==> src/rtl/jhd_pkg.sv <==
// Shared types, codes and helper functions for the JPEG Huffman block decoder.
// Used by jhd_out and jpeg_huffman_block_decoder; depends on nothing else.
package jhd_pkg;

    localparam logic [1:0] REQ_DATA  = 2'd0;
    localparam logic [1:0] REQ_COUNT = 2'd1;
    localparam logic [1:0] REQ_SYM   = 2'd2;
    localparam logic [1:0] REQ_START = 2'd3;

    localparam logic [1:0] RES_COEF = 2'd0;
    localparam logic [1:0] RES_EOB  = 2'd1;
    localparam logic [1:0] RES_ERR  = 2'd2;

    localparam logic [1:0] PH_DC_CODE = 2'd0;
    localparam logic [1:0] PH_DC_MAG  = 2'd1;
    localparam logic [1:0] PH_AC_CODE = 2'd2;
    localparam logic [1:0] PH_AC_MAG  = 2'd3;

    localparam logic [2:0] CFG_COUNT = 3'd6;
    localparam logic [5:0] CFG_RESET = 6'b110110;
    localparam logic [2:0] CFG_AC_BASE = 3'd3;

    localparam logic [7:0] RUN_MASK  = 8'hF0;
    localparam logic [7:0] SIZE_MASK = 8'h0F;
    localparam logic [7:0] DC_SIZE_MAX = 8'd15;

    typedef struct packed {
        logic [1:0] req_type;
        logic [7:0] byte_value;
        logic [1:0] table_id;
        logic [7:0] entry_index;
    } t_req;

    typedef struct packed {
        logic [1:0]         result_kind;
        logic [1:0]         component;
        logic [5:0]         position;
        logic signed [15:0] coef_value;
        logic               last;
    } t_res;

    function automatic logic [15:0] extend_mag(input logic [15:0] bits, input logic [3:0] size);
        logic [16:0] m;
        logic [15:0] r;
        m = (17'd1 << size) - 17'd1;
        if (size == 4'd0) begin
            r = 16'd0;
        end else if (bits[size - 4'd1] == 1'b0) begin
            r = bits - m[15:0];
        end else begin
            r = bits;
        end
        return r;
    endfunction

endpackage

==> src/rtl/jhd_out.sv <==
// Output register stage for decoded result beats.
// Depends on jhd_pkg for the result beat type.
module jhd_out (
    input  logic          i_clk,
    input  logic          i_rst_n,
    input  logic          i_push,
    input  jhd_pkg::t_res i_beat,
    input  logic          i_stall,
    output logic          o_valid,
    output jhd_pkg::t_res o_beat,
    output logic          o_free
);
    import jhd_pkg::*;

    logic r_valid;
    t_res r_beat;

    assign o_free  = !r_valid || !i_stall;
    assign o_valid = r_valid;
    assign o_beat  = r_beat;

    always_ff @(posedge i_clk) begin
        if (!i_rst_n) begin
            r_valid <= 1'b0;
        end else if (i_push) begin
            r_valid <= 1'b1;
        end else if (!i_stall) begin
            r_valid <= 1'b0;
        end
    end

    always_ff @(posedge i_clk) begin
        if (i_push) begin
            r_beat <= i_beat;
        end
    end

    a_no_overwrite: assert property (@(posedge i_clk) disable iff (!i_rst_n)
        !(i_push && !o_free))
        else $error("beat pushed over a held beat");

endmodule

==> config.mk <==
export PLATFORM = sky130hd
export DESIGN_NAME = jhd_out
export DESIGN_NICKNAME = d
export VERILOG_FILES = /design/src/rtl/jhd_pkg.sv /design/src/rtl/jhd_out.sv
export SDC_FILE = /design/constraint.sdc
export NUM_CORES = 1
export LEC_CHECK = 0
export ABC_AREA = 1
export ABC_CLOCK_PERIOD_IN_PS = 1400
export BUFFER_PORTS_ARGS = -buffer_cell sky130_fd_sc_hd__buf_2
export CELL_PAD_IN_SITES_DETAIL_PLACEMENT = 1
export CELL_PAD_IN_SITES_GLOBAL_PLACEMENT = 2
export CORE_MARGIN = 4
export CORE_UTILIZATION = 27
export DETAILED_ROUTE_END_ITERATION = 16
export PLACE_DENSITY = 0.85
export SYNTH_ARGS = -nofsm -noshare
export SYNTH_HDL_FRONTEND = slang
export SYNTH_SLANG_ARGS = --single-unit
export TNS_END_PERCENT = 100
==> constraint.sdc <==
create_clock -name i_clk -period 1.4 [get_ports i_clk]
set_clock_uncertainty 0.1 [all_clocks]
set_input_delay 0.28 -clock i_clk [delete_from_list [all_inputs] [get_ports i_clk]]
set_output_delay 0.28 -clock i_clk [all_outputs]
set_load 0.05 [all_outputs]
==> results of run 1 <==
## worst max-delay path by stage
stage,cells after the start,to,slack (ns),from
after floorplan,1,o_free,0.08,o_valid
after global placement,3,o_free,0.32,i_stall
after detailed placement,3,o_free,0.31,i_stall
after global routing,2,o_free,-0.003,o_valid
final,2,o_free,0.06,o_valid
after CTS,2,o_free,0.01,o_valid
## logic make-up after synthesis
logic type             count (synthesis)
buffers and inverters                  2
and+or+nand+nor                        1
DFF                                   28
AOI/OAI and AO/OA                      1
## area by class of cell
cell class	count	area, um^2	area share
clock buffers	4	26.3	0.0185
multi-input cells	2	15.0	0.0106
inverters	2	7.51	0.00528
flip-flops and latches	28	832	0.585
repair buffers	78	485	0.342
well taps	44	55.1	0.0387
## cells in the final DEF, fill, tap and decap left out
cell           instances
a21oi_2                1
buf_2                 57
buf_4                  2
clkbuf_1               1
clkbuf_4               5
dfxtp_2                1
dlygate4sd3_1         17
edfxtp_1              27
inv_1                  2
nand2_2                1
## timing repair
item / in CTS / in global routing
endpoints found under the hold margin: 0 / 17
endpoints found under the setup margin: 0 / 3
hold buffers: 0 / 17
resized for setup: 0 / 3
buffers inserted: 0 / 0
## power by group
part | internal, mW | total (mW) | switching [mW]
logic | 0.110 | 0.404 | 0.294
clock network | 0.111 | 0.340 | 0.228
registers | 0.989 | 1.00 | 0.0152
total | 1.21 | 1.75 | 0.538
## worst register-to-register path, cell delays in order (launching register included)
cell,delay (ns)
dfxtp_2,0.36
nand2_2,0.06
a21oi_2,0.13
## synthesized netlist by cell type
cell type,instances
nand2_2,1
edfxtp_1,27
inv_1,2
dfxtp_1,1
a21oi_2,1
## state kept, by name, summed over array words and instances, names as in the netlist
register / count
o_beat: 27
o_valid: 1
## stage by stage
stage | cell area, um^2 | worst slack (ns) | std cells | util
after floorplan | 853 | 0.0838 | 32 | -
after global placement | 1220 | 0.316 | 137 | 0.402
after detailed placement | 1220 | 0.313 | 137 | 0.402
after CTS | 1240 | 0.0109 | 141 | 0.411
after global routing | 1420 | -0.00268 | 158 | 0.469
final | 1420 | 0.0558 | 158 | 0.469
## metal layers
layer  GRT usage  vias to the layer above  part of all wire
li1            -                      288                 -
met1      0.0823                      300              0.31
met2       0.204                       30              0.62
met3      0.0457                        2             0.067
met4      0.0317                        0            0.0036
met5           0                        -                 0
==> reports/qor.csv, run 1 <==
metric;value;unit
ios;60;
drive_gt1_frac;0.588;
path_class;reg -> out;
synth_compound_area_frac;0.0103;
ctsRootBufferMaster;clkbuf_4;
power.density;1230;nW/um^2
initial_core_util;0.282;
fp.dieH;64.2;um
p_leak;0.617;nW
ant_nets;0;
grt_pass1_wl;3020;um
drt_drc_violations_left;0;
synth.area.top_cells;edfxtp_1 95%, dfxtp_1 2.3%, a21oi_2 1.0%, inv_1 0.88%, nand2_2 0.73%;
ir_worst_vdd;0.000482;V
clk_latency;0.31;ns
crit_family;flip-flops;
cap_violations;0;
outcome;finished, final reports clean;
dr_total_vias;620;
yosys_register_bits;28;
synth_top_area_share;0.950;
crit_buf_inv;1;
routed_wl;2220;um
worstReg2RegEnd;o_valid;
syn_inst;32;
cp_slowest_cell;dfxtp_2;
hold_viol_final;0;
cp_max_fo;2;
total_power;1.75;mW
postSynthAreaPerCell;26.7;um^2
maxSlewViolCount;0;
synth_seq_area_share;0.974;
worstHoldStart;i_beat[9];
place_hpwl;1580;um
layout.nets;146;
grt-ovfl-total;0;
avgRoutedWirePerCell;14.0;um
synthSimpleGateAreaFrac;0.00733;
fin_crit;1.34;ns
tns;0;ns
coreArea;3030;um^2
ys.warnings.count;0;
synth.cell_area;853;um^2
port_buffers;59;
clkTransAtPathRegs;0.15;ns
startpoint_type;register;
drt_iter0_drc;17;
crit_path_end_kind;output pin;
synth_top_family_by_area;compound AO/OA/AOI/OAI gates;
reg2reg_slack;0.69;ns
setup_viol;0;
nFillCells;306;
grt_max_degree;17;
n_antenna_cell;0;
cts.sinks;28;
fin_crit_sh;0.960;
viasPerCell;3.92;
hold_path_end;o_beat[9];
synth_fp_nets;63;
reg2reg_depth;2;
drt-pass1-iter-count;2;
cts_buffer_depth;2;
grt_pass1_vias;625;
cts_tree;yes;
synth_xor_xnor_area_share;0;
area_delta_synth_final;66.6;%
arrival;0.96;ns
fp.dieArea;4120;um^2
reg2reg_from;o_valid;
holdPathStages;1;
row_count;20;
slowest_delay;0.35;ns
yosysTopAreaCell;edfxtp_1;
critPathRequiredTime;1.02;ns
synth_mux_area_frac;0;
cts_made_buffers;3;
htree_levels;1;
synth_cell_types;5;
path_cells;nand2_2 > clkbuf_4;
slew_headroom;0.826;
hold_path.class;in -> reg;
antenna_found_initial;0;
die_w;64.2;um
synthAdderAreaFrac;0;
timing.fmax;744;MHz
fin_hold_ws;0.0284;ns
grt_usage;0.100;
gp_congestion;0.591;
tightest_slew;0.263;ns
Power figures use the tool's default switching activity.
==> run 2, diff against run 1 <==
- BUFFER_PORTS_ARGS: -buffer_cell sky130_fd_sc_hd__buf_2 -> default
- CORE_UTILIZATION: 27 -> 40
- DONT_BUFFER_PORTS: default -> 1
- HOLD_SLACK_MARGIN: default -> 0.02
- PLACE_DENSITY: 0.85 -> 0.81
==> run 2 against run 1 <==
Net effect:
- the run now ends with negative hold slack left
- sequential power grew 24%
- critical path depth decreased by 2
- first-iteration DRC count down 41%
- routed wire length down 22%
- register-to-register slack worse by 0.19 ns
- via count fell by 30%
- setup slack got worse by 0.017 ns
- global-route usage up 1.9 points
- utilization rose by 14 points
- die area shrank 29%
- non-clock buffer count decreased by 47
- combinational power is 78% lower
==> reports/qor.csv, run 2 (synthesis results as in run 1) <==
metric;value;unit
outcome;complete, but fails checks;
violations;negative hold slack;
gp_congestion;0.556;
ir_worst_vdd;0.000853;V
p_sw_frac;0.290;
power_frac_comb;0.053;
place_hpwl;1140;um
setup_viol;0;
fin_hold_ws;-0.0226;ns
cp_max_fo;1;
power.density;1340;nW/um^2
post_cts_buffers;0;
port_buffers;0;
fin_crit_sh;0.972;
ant_nets;0;
cp.depth;0;
total_power;1.63;mW
final_cell_mix;29 x dlygate4sd3_1, 27 x edfxtp_1, 3 x clkbuf_4;
cts.sinks;28;
grt_pass1_wl;2350;um
critPathRequiredTime;1.02;ns
cts_made_buffers;3;
drive_gt1_frac;0.104;
cts_tree;yes;
arrival;0.98;ns
n_antenna_cell;0;
area_delta_synth_final;42.8;%
routed_wl;1730;um
use_met2;0.215;
drt_drc_violations_left;0;
tns;0;ns
clk_latency;0.30;ns
drt-pass1-iter-count;3;
gr-max-usage-layer;met2;
clock_power_share;0.186;
path_class;reg -> out;
use_met3;0.0471;
met1_usage;0.121;
fp.dieH;54.2;um
maxSlewViolCount;0;
grt_pass1_vias;450;
timing.fmax;735;MHz
fin_crit;1.36;ns
cap_violations;0;
dr_total_vias;433;
die_w;54.2;um
cts_buffer_depth;2;
final_common_cell;dlygate4sd3_1;
slew_headroom;0.676;
reg2reg_depth;3;
ios;60;
cts_hold_buf;29;
row_count;16;
grt_max_degree;29;
holdPathStages;0;
hold_viol_final;27;
hold_path.class;in -> reg;
htree_levels;1;
power.switching;475;uW
grt-ovfl-total;0;
avgRoutedWirePerCell;18.4;um
coreArea;2000;um^2
power_frac_seq;0.760;
initial_core_util;0.426;
crit_path_end_kind;output pin;
ctsResizeCount;0;
ctsRootBufferMaster;clkbuf_4;
layout.nets;99;
p_int;1.16;mW
p_leak;0.433;nW
grt_usage;0.119;
largest_register_ff_count;27;
tightest_slew;0.487;ns
clkTransAtPathRegs;0.13;ns
fp.dieArea;2940;um^2
rsz0062_at_grt;yes;
antenna_found_initial;0;
startpoint_type;register;
drt_iter0_drc;10;
viasPerCell;4.61;
## run 2: layout make-up
| type | instances | area [um^2] |
|---|---|---|
| tap | 27 | 33.8 |
| timing repair buffer | 31 | 305 |
| inverter | 2 | 7.51 |
| fill | 176 | 783 |
| multi-input combinational | 2 | 15.0 |
| clock buffer | 3 | 22.5 |
| sequential | 28 | 831 |
| clock inverter | 1 | 3.75 |
## run 2: power groups by stage
stage	logic (mW)	clock network (mW)	registers, mW
after CTS	0.0862	0.327	1.25
final	0.0871	0.304	1.24
after global routing	0.0929	0.367	1.25
after global placement	0.0211	0	1.26
after detailed placement	0.0216	0	1.27
after floorplan	0.00900	0	1.26
## run 2: final timing paths
check,startpoint,to,slack (ns)
worst max register to register,o_valid,o_valid,0.50
worst min register to register,o_valid,o_valid,0.61
worst min-delay path,i_push,o_beat[14],-0.02
worst max-delay path,o_beat[17],o_beat[17],0.04
## run 2: layer usage
metal	routed length, um	up-vias
met5	0	-
met4	12	0
met3	183	2
met2	931	34
met1	599	204
li1	-	193
## run 2: metrics by stage
stage                     std cells  hold slack (ns)  area (um^2)  setup slack (ns)  utilization
after global placement           61            0.279          902             0.390        0.451
after floorplan                  32            0.279          853            0.0838            -
after global routing             94          -0.0615         1220           -0.0115        0.609
final                            94          -0.0226         1220            0.0391        0.609
after CTS                        94          -0.0410         1220            0.0150        0.609
after detailed placement         61            0.279          902             0.383        0.451
==> run 3, diff against run 2 <==
- CTS_BUF_LIST: default -> sky130_fd_sc_hd__clkbuf_8 sky130_fd_sc_hd__clkbuf_16
- CTS_CLUSTER_DIAMETER: default -> 50
==> run 3 against run 2 <==
Net effect:
- the run now ends clean
- clock-buffer cell count is the same
- global-route usage is 0.53 points lower
- hold slack gained 0.051 ns
- non-clock buffer count decreased by 2
- via count is 1.6% lower
- power up 6.1%
- sequential share of layout area rose by 0.070 points
- register-to-register slack about the same
- clock power is 34% higher
- highest routed layer unchanged
- critical endpoint unchanged
- combinational power shrank 5.7%
- setup slack improved by 0.059 ns
==> reports/qor.csv, run 3 (synthesis results as in run 1) <==
metric;value;unit
outcome;finished, final reports clean;
power_frac_seq;0.718;
dr_total_vias;426;
clkTransAtPathRegs;0.08;ns
clock_power_share;0.235;
drt_drc_violations_left;0;
port_buffers;0;
power.switching;485;uW
cp_max_fo;1;
grt-ovfl-total;0;
cap_violations;0;
ctsResizeCount;0;
gp_congestion;0.556;
dpl-instance-area;902;um^2
power_frac_comb;0.047;
drt_iter0_drc;4;
ctsRootBufferMaster;clkbuf_8;
cts_buffer_depth;2;
fin_crit_sh;0.930;
grt_pass1_wl;2270;um
largest_register_ff_count;27;
antenna_found_initial;0;
p_sw_frac;0.280;
hold_path.class;in -> reg;
htree_levels;1;
path_class;reg -> out;
ir_worst_vdd;0.000871;V
grt_pass1_vias;432;
viasPerCell;4.63;
final_cell_mix;27 x dlygate4sd3_1, 27 x edfxtp_1, 3 x clkbuf_8;
place_hpwl;1140;um
post_cts_buffers;0;
p_leak;0.432;nW
p_int;1.25;mW
layout.nets;97;
design_area;1220;um^2
dp_cells;61;
avgRoutedWirePerCell;18.1;um
power.density;1420;nW/um^2
ios;60;
area_delta_synth_final;42.7;%
die_w;54.2;um
drive_gt1_frac;0.108;
rsz0062_at_grt;no;
critPathRequiredTime;1.02;ns
crit_path_end_kind;output pin;
n_antenna_cell;0;
tightest_slew;0.487;ns
grt_usage;0.114;
coreArea;2000;um^2
hold_viol_final;0;
fin_cells;92;
startpoint_type;register;
fin_crit;1.30;ns
fp.dieH;54.2;um
cts_made_buffers;3;
setup_viol;0;
row_count;16;
cts_tree;yes;
grt_max_degree;29;
initial_core_util;0.426;
clk_latency;0.26;ns
arrival;0.92;ns
slew_headroom;0.676;
ant_nets;0;
tns;0;ns
routed_wl;1660;um
timing.fmax;768;MHz
maxSlewViolCount;0;
cts.sinks;28;
cts_hold_buf;27;
drt-pass1-iter-count;2;
fp.dieArea;2940;um^2
-- run 3: cell count changes in the layout (fill, tap and decap cells not counted), sizes merged --
cell         previous run  this run
dlygate4sd3            29        27
-- run 3: worst paths after layout --
check	startpoint	slack [ns]	end	cells past startpoint
worst min register to register	o_valid	0.60	o_valid	3
worst max-delay path	o_beat[17]	0.1	o_beat[17]	0
worst max register to register	o_valid	0.50	o_valid	3
worst min-delay path	i_push	0.03	o_beat[14]	0
-- run 3: power by group through the flow --
| stage | clock network (mW) | logic, mW | registers (mW) |
|---|---|---|---|
| after global routing | 0.469 | 0.0871 | 1.25 |
| after detailed placement | 0 | 0.0216 | 1.27 |
| after global placement | 0 | 0.0211 | 1.26 |
| after CTS | 0.429 | 0.0819 | 1.25 |
| final | 0.407 | 0.0821 | 1.24 |
| after floorplan | 0 | 0.00900 | 1.26 |
-- run 3: layer usage --
metal	up-vias	GRT usage	wire length [um]
met5	-	0	0
met4	0	0.0498	6
met3	2	0.0471	165
met2	34	0.201	887
met1	202	0.117	602
li1	188	-	-
-- run 3: area by class of cell --
class / count / area (um^2)
repair buffers: 29 / 285
inverters: 2 / 7.51
fillers: 170 / 785
flip-flops and latches: 28 / 831
clock buffers: 3 / 41.3
multi-input cells: 2 / 15.0
clock inverters: 1 / 3.75
well taps: 27 / 33.8
-- run 3: stage by stage --
stage / hold slack, ns / worst slack [ns] / power (mW) / util
2_1_floorplan: 0.279 / 0.0838 / 1.27 / -
3_3_place_gp: 0.279 / 0.390 / 1.28 / 0.451
3_5_place_dp: 0.279 / 0.383 / 1.29 / 0.451
4_1_cts: 0.0166 / 0.0841 / 1.76 / 0.608
5_1_grt: 0.00519 / 0.0675 / 1.81 / 0.608
6_report: 0.0281 / 0.0983 / 1.73 / 0.608
-- run 3: worst register-to-register path, cell delays in order, from the launching register on --
cell and delay (ns):
dfxtp_1 0.37, nand2_2 0.06, buf_4 0.19, a21oi_2 0.12
